<file path="config.mk">
export PLATFORM = sky130hd
export DESIGN_NAME = dtq_cell
export DESIGN_NICKNAME = d
export VERILOG_FILES = /design/src/hdl/dtq_pkg.sv /design/src/hdl/dtq_cell.sv
export SDC_FILE = /design/constraint.sdc
export NUM_CORES = 1
export LEC_CHECK = 0
export ABC_AREA = 1
export BUFFER_PORTS_ARGS = -buffer_cell sky130_fd_sc_hd__buf_2
export CORE_AREA = 2 2 152 154
export DETAILED_ROUTE_END_ITERATION = 16
export DIE_AREA = 0 0 154 156
export SLEW_MARGIN = 10
export SYNTH_ARGS = -nofsm -noshare
export SYNTH_HDL_FRONTEND = slang
export SYNTH_SLANG_ARGS = --single-unit
</file>
<file path="constraint.sdc">
create_clock -name i_clk -period 4.05 [get_ports i_clk]
set_input_delay 0.6075 -clock i_clk [delete_from_list [all_inputs] [get_ports i_clk]]
set_output_delay 0.6075 -clock i_clk [all_outputs]
set_load 0.05 [all_outputs]
</file>
<file path="src/hdl/dtq_pkg.sv">
// Shared types and constants for the deadline timer queue.
package dtq_pkg;

    localparam int TICK_W   = 64;
    localparam int ID_W     = 32;
    localparam int OP_W     = 2;
    localparam int KIND_W   = 3;
    localparam int STATUS_W = 2;

    typedef enum logic [OP_W-1:0] {
        OP_ADD    = 2'd0,
        OP_CANCEL = 2'd1,
        OP_SWEEP  = 2'd2,
        OP_QUERY  = 2'd3
    } t_op;

    typedef enum logic [KIND_W-1:0] {
        KIND_ADD_REPLY    = 3'd0,
        KIND_CANCEL_REPLY = 3'd1,
        KIND_EXPIRED      = 3'd2,
        KIND_SWEEP_DONE   = 3'd3,
        KIND_EARLIEST     = 3'd4
    } t_kind;

    typedef enum logic [STATUS_W-1:0] {
        STATUS_OK        = 2'd0,
        STATUS_NOT_FOUND = 2'd1,
        STATUS_FULL      = 2'd2
    } t_status;

    typedef enum logic [2:0] {
        S_IDLE,
        S_ADD,
        S_CMATCH,
        S_CDROP,
        S_SWEEP,
        S_QUERY
    } t_state;

    // Operation broadcast to every cell of the chain.
    typedef enum logic [2:0] {
        CELL_HOLD,
        CELL_ADD,
        CELL_MATCH,
        CELL_DROP,
        CELL_POP
    } t_cell_op;

    typedef struct packed {
        t_cell_op          op;
        logic [TICK_W-1:0] tick;
        logic [ID_W-1:0]   id;
    } t_cell_ctl;

    typedef struct packed {
        logic              valid;
        logic [TICK_W-1:0] deadline;
        logic [ID_W-1:0]   id;
    } t_entry;

    typedef struct packed {
        t_kind             kind;
        logic [ID_W-1:0]   timer_id_res;
        logic [TICK_W-1:0] tick_res;
        t_status           status;
        logic              last;
    } t_result;

endpackage

</file>
<file path="src/hdl/dtq_cell.sv">
// One slot of the sorted timer chain, talking to its two neighbors and the broadcast control.
module dtq_cell (
    input  logic               i_clk,
    input  logic               i_rst_n,
    input  dtq_pkg::t_cell_ctl i_ctl,
    input  dtq_pkg::t_entry    i_left,
    input  logic               i_left_shift,
    input  logic               i_left_hit,
    input  dtq_pkg::t_entry    i_right,
    output dtq_pkg::t_entry    o_entry,
    output logic               o_shift,
    output logic               o_hit
);
    import dtq_pkg::*;

    logic              r_valid;
    logic [TICK_W-1:0] r_deadline;
    logic [ID_W-1:0]   r_id;
    logic              r_match;

    logic              n_valid;
    logic [TICK_W-1:0] n_deadline;
    logic [ID_W-1:0]   n_id;
    logic              n_match;

    // Slot sits at or after the insert point of the new deadline.
    assign o_shift = !r_valid || (r_deadline > i_ctl.tick);
    // First cancel match lies in this slot or an earlier one.
    assign o_hit   = i_left_hit || r_match;

    assign o_entry.valid    = r_valid;
    assign o_entry.deadline = r_deadline;
    assign o_entry.id       = r_id;

    always_comb begin
        n_valid    = r_valid;
        n_deadline = r_deadline;
        n_id       = r_id;
        n_match    = r_match;
        case (i_ctl.op)
            CELL_ADD: begin
                if (o_shift) begin
                    if (i_left_shift && i_left.valid) begin
                        n_valid    = 1'b1;
                        n_deadline = i_left.deadline;
                        n_id       = i_left.id;
                    end else if (!i_left_shift) begin
                        n_valid    = 1'b1;
                        n_deadline = i_ctl.tick;
                        n_id       = i_ctl.id;
                    end
                end
            end
            CELL_MATCH: begin
                n_match = r_valid && (r_id == i_ctl.id) && (r_deadline == i_ctl.tick);
            end
            CELL_DROP: begin
                if (o_hit) begin
                    n_valid    = i_right.valid;
                    n_deadline = i_right.deadline;
                    n_id       = i_right.id;
                end
                n_match = 1'b0;
            end
            CELL_POP: begin
                n_valid    = i_right.valid;
                n_deadline = i_right.deadline;
                n_id       = i_right.id;
            end
            default: ;
        endcase
    end

    always_ff @(posedge i_clk) begin
        if (!i_rst_n) begin
            r_valid <= 1'b0;
            r_match <= 1'b0;
        end else begin
            r_valid <= n_valid;
            r_match <= n_match;
        end
    end

    always_ff @(posedge i_clk) begin
        r_deadline <= n_deadline;
        r_id       <= n_id;
    end

endmodule

</file>
==> results of run 1 <==
==> cell usage in the layout (no fill, tap or decap), types with 4 or more instances in the layout <==
cell | synthesis | layout
buf_2 | 11 | 395
nand2_1 | 250 | 249
edfxtp_1 | 96 | 96
inv_1 | 89 | 88
o21ai_0 | 84 | 84
o21ai_1 | 85 | 84
ha_1 | 64 | 64
nor2_1 | 42 | 42
nand3_1 | 33 | 33
a21oi_1 | 29 | 29
a31oi_1 | 19 | 19
inv_2 | 13 | 13
xor2_1 | 12 | 12
clkbuf_16 | 0 | 9
nand4_1 | 8 | 8
nor3_1 | 6 | 6
diode_2 | 0 | 4
==> layout make-up <==
class                   instances  area [µm²]  area share [%]
repair buffers                400        2050            21.2
diodes                          4        10.0           0.103
well taps                     285         357            3.69
clock inverters                 7        58.8           0.608
inverters                     102         387            4.00
clock buffers                   9         225            2.33
multi-input cells             669        3660            37.8
flip-flops and latches         98        2920            30.2
==> cells by family after synthesis <==
logic type,after synthesis,synth area share (%)
AND/OR/NAND/NOR,359,20.9
AO/OA/AOI/OAI,231,17.0
buffers and inverters,147,8.32
flip-flops,98,40.8
adder cells (fa/ha/maj),64,11.2
XOR/XNOR,15,1.84
==> where the power goes <==
part / total [mW] / switching, mW / leakage (nW) / internal, mW
registers: 1.27 / 0.0482 / 0.922 / 1.23
logic: 0.989 / 0.663 / 3.73 / 0.326
clock network: 0.856 / 0.427 / 0.139 / 0.429
==> worst max path at each step <==
stage	startpoint	slack, ns	cells past startpoint	end
detailed placement	i_ctl[79]	0.78	13	r_deadline[61]$_DFFE_PP_
finish	r_deadline[47]$_DFFE_PP_	0.99	10	o_shift
global route	r_deadline[47]$_DFFE_PP_	0.80	10	o_shift
global placement	i_ctl[35]	0.85	13	r_deadline[53]$_DFFE_PP_
CTS	r_deadline[47]$_DFFE_PP_	0.97	10	o_shift
floorplan	r_deadline[59]$_DFFE_PP_	0.40	12	r_deadline[0]$_DFFE_PP_
==> metal layers <==
metal	GRT usage, %	vias up	wire, µm
met5	0	-	13
met1	23.7	3304	10200
met4	6.28	2	576
met3	3.89	45	1520
met2	34.6	265	12100
li1	-	3847	-
==> through the flow <==
stage / cell area, µm² / worst slack (ns) / power (mW) / instances
3_3_place_gp: 9380 / 0.852 / 2.28 / 1554
2_1_floorplan: 7160 / 0.405 / 1.95 / 914
4_1_cts: 9660 / 0.970 / 3.16 / 1570
6_report: 9670 / 0.991 / 3.12 / 1574
3_5_place_dp: 9380 / 0.776 / 2.29 / 1554
5_1_grt: 9670 / 0.804 / 3.30 / 1573
==> state kept, by name, indices dropped and copies added, names as in the netlist <==
register    cells
r_id           32
r_valid         1
r_deadline     64
r_match         1
==> worst max-delay path: stages, from the launching register on <==
cell and delay [ns]:
edfxtp_1 0.42, ha_1 0.35, nand4_1 0.16, nor3_1 0.32
nand2_1 0.19, nor2_4 0.13, nand2_1 0.07, nand2_2 0.06
nand2_2 0.05, nand2_1 0.06, buf_2 0.29
==> flow_metrics.tcl, run 1 <==
set metrics [dict create \
    final.period_utilization_pct 75.5 \
    die_w_um 154 \
    cts_tree "yes" \
    vdd_drop_max_uv 161 \
    yosys-top-cells-area "edfxtp_1 40%, nand2_1 13%, ha_1 11%" \
    hpwl_mm 19.6 \
    synthesis.nets 1275 \
    cap_violations 0 \
    min_path_cells 2 \
    tightest_slew_ns 0.833 \
    synthCells 914 \
    final-hold-violation-count 0 \
    syn-cell-area_um2 7160 \
    crit_required_ns 3.44 \
    wirelength_mm 24.4 \
    drc 0 \
    die_h_um 156 \
    hp-class "reg2reg" \
    clk-insertion-delay-late_ns 0.35 \
    firstDrtPassIters 5 \
    grt_antenna_before_repair 5 \
    leakagePower_nw 4.79 \
    yosys.area.top_type_share_pct 40.3 \
    cts_hold_buf 0 \
    reg2regPathDepth 11 \
    cts_buffer_depth 2 \
    clock-root-buffer "clkbuf_16" \
    num_vias 7463 \
    power.density_nw_per_um2 323 \
    timing.hold.ws_ns 0.493 \
    finalSetupViolCount 0 \
    fill_cells 2380 \
    pin_count 396 \
    syn_area_per_cell_um2 7.83 \
    grt_pass1_vias 7060 \
    critical_path_class "reg2out" \
    setup_tns_ns 0 \
    ys_top_cells_by_count "250 x nand2_1, 96 x edfxtp_1, 89 x inv_1, 85 x o21ai_1, 84 x o21ai_0" \
    synth-async-reset-ratio_pct 0 \
    io_buffers 395 \
    fin_util_pct 43.2 \
    crit_path_max_fanout 3 \
    drive_gt1_share_pct 34.6 \
    synth-seq-cells 98 \
    start_kind "flop" \
    grt-ovfl-total 0 \
    cts_made_buffers 9 \
    worst_r2r_endpoint "r_deadline[5]$_DFFE_PP_" \
    post-cts-setup-buffer-count 0 \
    synth.distinct_cells 38 \
    synth_most_common_cell "nand2_1" \
    die-area_um2 24000 \
    fp.coreArea_um2 22400 \
    synth_edf_count 96 \
    end_kind "primary output" \
    yosys_warnings 0 \
    grt_pass1_wl_mm 36.6 \
    min_to "r_match$_SDFFE_PN0P_" \
    cp_data_arrival_time_ns 2.45 \
    regToRegSetupSlack_ns 1.08 \
    h-tree-depth 3 \
    vias_per_cell 4.74 \
    drt_iter0_markers 557 \
    rsz0062_at_grt "no" \
    num_rows 55 \
    clock_skew_ns 0.0152 \
    cts.clk_slew.worst_paths_ns 0.07 \
    slew_headroom_pct 44.5 \
    nets 1641 \
    initial_core_util_pct 32.0 \
    cts_resized 0 \
    antenna_left 0 \
    cts.sinks 98 \
    ys_seq_area_share_pct 40.8 \
    area_delta_synth_final_pct 35.1 \
    grt_max_degree 105 \
    drt-wirelength-per-cell_um 15.5 \
    min_from "r_match$_SDFFE_PN0P_" \
    grt_use_total_pct 19.5 \
    fmax_mhz 327 \
    synth_ff_type "edfxtp_1" \
    routabilityCongestion 0.881 \
    synth_area_leader_cell "edfxtp_1" \
    r2r-start "r_deadline[47]$_DFFE_PP_" \
    status "complete, no violations" \
    fin_crit_ns 3.06 \
    drv_slew 0 \
]
Power figures use the tool's default switching activity.
==> inputs of run 2 (changes only) <==
==> constraint.sdc (replaced) <==
create_clock -name i_clk -period 3.2 [get_ports i_clk]
set_input_delay 0.48 -clock i_clk [delete_from_list [all_inputs] [get_ports i_clk]]
set_output_delay 0.48 -clock i_clk [all_outputs]
set_load 0.05 [all_outputs]
==> flow_metrics.tcl, run 2 (synthesized netlist as in run 1, its figures left out) <==
set metrics [dict create \
    cts_hold_buf 0 \
    h-tree-depth 3 \
    regMostFlops "r_deadline" \
    cts.sinks 98 \
    hp-class "in2reg" \
    final_common_cell "buf_2" \
    multiInputGateArea_um2 3680 \
    grt-ovfl-total 0 \
    pwr-share-comb_pct 31.8 \
    cts.clk_slew.worst_paths_ns 0.07 \
    clk-insertion-delay-late_ns 0.35 \
    cts_made_buffers 9 \
    die_w_um 154 \
    drive_gt1_share_pct 35.0 \
    pre_cts_ws_ns 0.347 \
    crit_path_max_fanout 2 \
    power_frac_clock_pct 27.7 \
    critPathMaxStageDelay_ns 0.42 \
    drt_iter0_markers 517 \
    start_kind "flop" \
    die-area_um2 24000 \
    end_kind "primary output" \
    nets 1645 \
    seqPwrFrac_pct 40.6 \
    cap_violations 0 \
    clock-root-buffer "clkbuf_16" \
    num_rows 55 \
    firstDrtPassIters 5 \
    antenna_left 0 \
    crit_buf_inv 1 \
    largestRegisters "r_deadline: 64 flops, r_id: 32 flops" \
    drc 0 \
    tightest_slew_ns 0.745 \
    p_switching_mw 1.40 \
    final_cell_mix "395 x buf_2, 248 x nand2_1, 96 x edfxtp_1, 88 x inv_1" \
    rsz0062_at_grt "no" \
    crit_path_start "r_deadline[45]$_DFFE_PP_" \
    routabilityCongestion 0.867 \
    pin_count 396 \
    cts_buffer_depth 2 \
    initial_core_util_pct 32.0 \
    wirelength_mm 24.3 \
    vdd_drop_max_uv 283 \
    worstPathCellList "ha_1 -> nand4_1 -> nor3_2 -> nand2_1 -> nor2_4 -> nand2_1 -> nand2_2 -> nand2_2 -> nand2_1 -> buf_2" \
    status "complete, no violations" \
    finalSetupViolCount 0 \
    vias_per_cell 4.72 \
    final-seq-area_um2 2920 \
    r2r-start "r_deadline[45]$_DFFE_PP_" \
    critPathTopFamily "simple AND/OR/NAND/NOR gates" \
    final.period_utilization_pct 87.5 \
    grt_use_total_pct 19.5 \
    clock_skew_ns 0.0121 \
    num_vias 7433 \
    cp_data_arrival_time_ns 2.32 \
    largest_register_ffs 64 \
    cts_tree "yes" \
    slew_headroom_pct 50.4 \
    timing.final.ws_setup_ns 0.399 \
    swShare_pct 35.2 \
    crit_slowest_cell "edfxtp_1" \
    crit_top_cell "nand2_1" \
    post-cts-setup-buffer-count 0 \
    dp.cells 1558 \
    grt_pass1_wl_mm 36.9 \
    hpwl_mm 19.8 \
    drv_slew 0 \
    fmax_mhz 357 \
    area_delta_synth_final_pct 36.0 \
    fill_cells 2314 \
    grt_max_degree 83 \
    p_int_mw 2.58 \
    final-hold-violation-count 0 \
    power.density_nw_per_um2 408 \
    cts_resized 0 \
    leakagePower_nw 4.80 \
    drt-wirelength-per-cell_um 15.5 \
    fp.coreArea_um2 22400 \
    stdcell_count 1574 \
    min_from "i_rst_n" \
    critical_path_class "reg2out" \
    grt_pass1_vias 7017 \
    grt_antenna_before_repair 2 \
    die_h_um 156 \
    fin_crit_ns 2.80 \
    crit_required_ns 2.72 \
    io_buffers 395 \
]
[run 2: cell types whose count changed in the layout (fill, tap and decap cells not counted), sizes merged]
cell | previous run | this run
clkbuf | 9 | 11
bufinv | 0 | 1
diode | 4 | 1
buf | 400 | 404
clkinvlp | 2 | 3
inv | 105 | 101
clkinv | 2 | 1
[run 2: path summary, 6_finish.rpt]
path / endpoint / slack (ns) / cells after the start
worst max register to register: r_deadline[53]$_DFFE_PP_ / 0.55 / 12
worst min register to register: r_match$_SDFFE_PN0P_ / 0.49 / 2
worst max-delay path: o_shift / 0.40 / 10
worst min-delay path: r_valid$_SDFFE_PN0P_ / 0.39 / 3
[run 2: power by group through the flow]
stage / sequential [mW] / combinational, mW / clock (mW)
2_1_floorplan: 1.96 / 0.511 / 0
3_3_place_gp: 1.64 / 1.26 / 0
3_5_place_dp: 1.64 / 1.27 / 0
4_1_cts: 1.61 / 1.28 / 1.14
5_1_grt: 1.62 / 1.40 / 1.18
6_report: 1.61 / 1.26 / 1.10
[run 2: worst reg2reg max path, stage by stage (launching register included)]
cell	delay (ns)
edfxtp_1	0.42
ha_1	0.33
nand4_1	0.16
nor3_2	0.22
nand2_1	0.15
nor2_4	0.15
nand2_1	0.07
nand2_2	0.06
nand2_2	0.07
nand3_2	0.08
nand3_2	0.09
clkinvlp_4	0.12
buf_12	0.31
[run 2: per-layer routing]
layer / global-route usage (%) / vias up / wire, µm
li1: - / 3851 / -
met1: 23.9 / 3286 / 10400
met2: 34.8 / 270 / 12000
met3: 4.33 / 26 / 1490
met4: 4.81 / 0 / 429
met5: 0 / - / 0
[run 2: area by class of cell]
| class | instances | area share (%) |
|---|---|---|
| Timing Repair Buffer | 404 | 21.5 |
| Tap cell | 285 | 3.66 |
| Clock buffer | 11 | 2.39 |
| Sequential cell | 98 | 30.0 |
| Multi-Input combinational cell | 669 | 37.9 |
| Clock inverter | 4 | 0.553 |
| Inverter | 102 | 3.97 |
| Antenna cell | 1 | 0.0257 |
[run 2: stage by stage]
stage / TNS [ns] / power, mW / area (µm²) / hold slack [ns] / util [%]
after floorplan: -37.97 / 2.47 / 7190 / 0.447 / -
after global placement: 0 / 2.90 / 9450 / 0.468 / 42.2
after detailed placement: 0 / 2.91 / 9450 / 0.479 / 42.2
after CTS: 0 / 4.03 / 9730 / 0.367 / 43.5
after global routing: 0 / 4.20 / 9730 / 0.392 / 43.5
final: 0 / 3.98 / 9730 / 0.388 / 43.5
==> inputs of run 3 (changes only) <==
--- a/config.mk
+++ b/config.mk
@@ -10,6 +10,7 @@
 export CORE_AREA = 2 2 152 154
 export DETAILED_ROUTE_END_ITERATION = 16
 export DIE_AREA = 0 0 154 156
+export PLACE_DENSITY = 0.65
 export SLEW_MARGIN = 10
 export SYNTH_ARGS = -nofsm -noshare
 export SYNTH_HDL_FRONTEND = slang
==> flow_metrics.tcl, run 3 (synthesized netlist as in run 1, its figures left out) <==
set metrics [dict create \
    cts.sinks 98 \
    final.period_utilization_pct 87.6 \
    nets 1645 \
    grt.met1_usage_pct 24.5 \
    final_cell_mix "395 x buf_2, 248 x nand2_1, 96 x edfxtp_1, 88 x inv_1" \
    die_w_um 154 \
    drv_slew 0 \
    fp.coreArea_um2 22400 \
    start_kind "flop" \
    postLayoutCellArea_um2 9750 \
    grt_util_met3_pct 3.33 \
    fin_crit_ns 2.80 \
    num_rows 55 \
    regToRegSetupSlack_ns 0.66 \
    antenna_left 0 \
    tightest_slew_ns 0.772 \
    slew_headroom_pct 48.5 \
    cts_buffer_depth 2 \
    wirelength_mm 24.1 \
    initial_core_util_pct 32.0 \
    cts.clk_slew.worst_paths_ns 0.07 \
    largestRegisters "r_deadline: 64 flops, r_id: 32 flops" \
    final_common_cell "buf_2" \
    routabilityCongestion 0.901 \
    largest_register_ffs 64 \
    cp_data_arrival_time_ns 2.32 \
    fmax_mhz 357 \
    cap_violations 0 \
    vias_per_cell 4.77 \
    grt_pass1_vias 7168 \
    reg2regPathDepth 14 \
    firstDrtPassIters 5 \
    r2r-start "r_deadline[15]$_DFFE_PP_" \
    drt-wirelength-per-cell_um 15.3 \
    leakagePower_nw 4.81 \
    cts_tree "yes" \
    io_buffers 395 \
    power_frac_clock_pct 27.8 \
    crit_required_ns 2.72 \
    critical_path_class "reg2out" \
    p_switching_mw 1.40 \
    status "complete, no violations" \
    seqPwrFrac_pct 40.5 \
    h-tree-depth 3 \
    finalSetupViolCount 0 \
    post-cts-setup-buffer-count 0 \
    rsz0062_at_grt "no" \
    hp-class "in2reg" \
    grt-ovfl-total 0 \
    grt_util_met2_pct 33.3 \
    cts_hold_buf 0 \
    num_vias 7519 \
    crit_path_max_fanout 3 \
    vdd_drop_max_uv 218 \
    drc 0 \
    p_int_mw 2.58 \
    min_from "i_rst_n" \
    worst_r2r_endpoint "r_deadline[56]$_DFFE_PP_" \
    min_path_cells 3 \
    min_to "r_valid$_SDFFE_PN0P_" \
    die_h_um 156 \
    area_delta_synth_final_pct 36.2 \
    final-hold-violation-count 0 \
    swShare_pct 35.2 \
    grt_use_total_pct 19.4 \
    grt_max_degree 80 \
    pin_count 396 \
    drt_iter0_markers 586 \
    pwr-share-comb_pct 31.7 \
    grt_pass1_wl_mm 36.7 \
    regMostFlops "r_deadline" \
    pre_cts_ws_ns 0.386 \
    drive_gt1_share_pct 35.0 \
    grt_antenna_before_repair 1 \
    timing.final.ws_setup_ns 0.397 \
    cts_made_buffers 9 \
    end_kind "primary output" \
    clock_skew_ns 0.0103 \
    power.density_nw_per_um2 409 \
    placed_cell_area_um2 9460 \
    hpwl_mm 19.6 \
    busiest_layer "met2" \
    cts_resized 0 \
    clock-root-buffer "clkbuf_16" \
    clk-insertion-delay-late_ns 0.35 \
    die-area_um2 24000 \
]
==> run 3: area by class of cell <==
cell class	count	area, µm²
fill	2276	12600
multi-input combinational	669	3680
sequential	98	2920
timing repair buffer	404	2110
inverter	102	387
tap	285	357
clock buffer	11	233
clock inverter	5	55.1
antenna	1	2.50
==> run 3: how the worst max path moves through the flow <==
stage / from / end / slack [ns]
after floorplan: r_deadline[19]$_DFFE_PP_ / r_deadline[0]$_DFFE_PP_ / -0.40
after global placement: i_ctl[47] / r_deadline[56]$_DFFE_PP_ / 0.40
after detailed placement: i_ctl[43] / r_deadline[28]$_DFFE_PP_ / 0.39
after CTS: r_deadline[15]$_DFFE_PP_ / o_shift / 0.31
after global routing: r_deadline[15]$_DFFE_PP_ / o_shift / 0.18
final: r_deadline[15]$_DFFE_PP_ / o_shift / 0.40
==> run 3: worst max-delay path, stage by stage (launching register included) <==
cell and delay, ns:
edfxtp_1 0.40, ha_1 0.32, nand2_1 0.09, nor3_2 0.32, nand2_1 0.09, nand2_1 0.09, nand2_1 0.05, nand2_1 0.07
nand2_1 0.07, nand2_2 0.06, nand2_2 0.07, nand2_1 0.06, buf_2 0.28
==> run 3: through the flow <==
step	utilization [%]	hold slack, ns	power, mW	instances	TNS (ns)
2_1_floorplan	-	0.447	2.47	914	-37.97
3_3_place_gp	42.3	0.461	2.90	1558	0
3_5_place_dp	42.3	0.469	2.91	1558	0
4_1_cts	43.6	0.373	4.03	1574	0
5_1_grt	43.6	0.390	4.21	1574	0
6_report	43.6	0.387	3.98	1575	0
==> run 3: metal layers <==
layer	vias up	wire [µm]
met2	286	11700
li1	3851	-
met1	3341	10400
met4	0	613
met5	-	0
met3	41	1360
==> run 3: power groups by stage <==
stage / logic [mW] / registers [mW] / clock network, mW
after floorplan: 0.511 / 1.96 / 0
after global placement: 1.26 / 1.64 / 0
after detailed placement: 1.27 / 1.64 / 0
after CTS: 1.28 / 1.61 / 1.14
after global routing: 1.40 / 1.63 / 1.19
final: 1.26 / 1.61 / 1.11
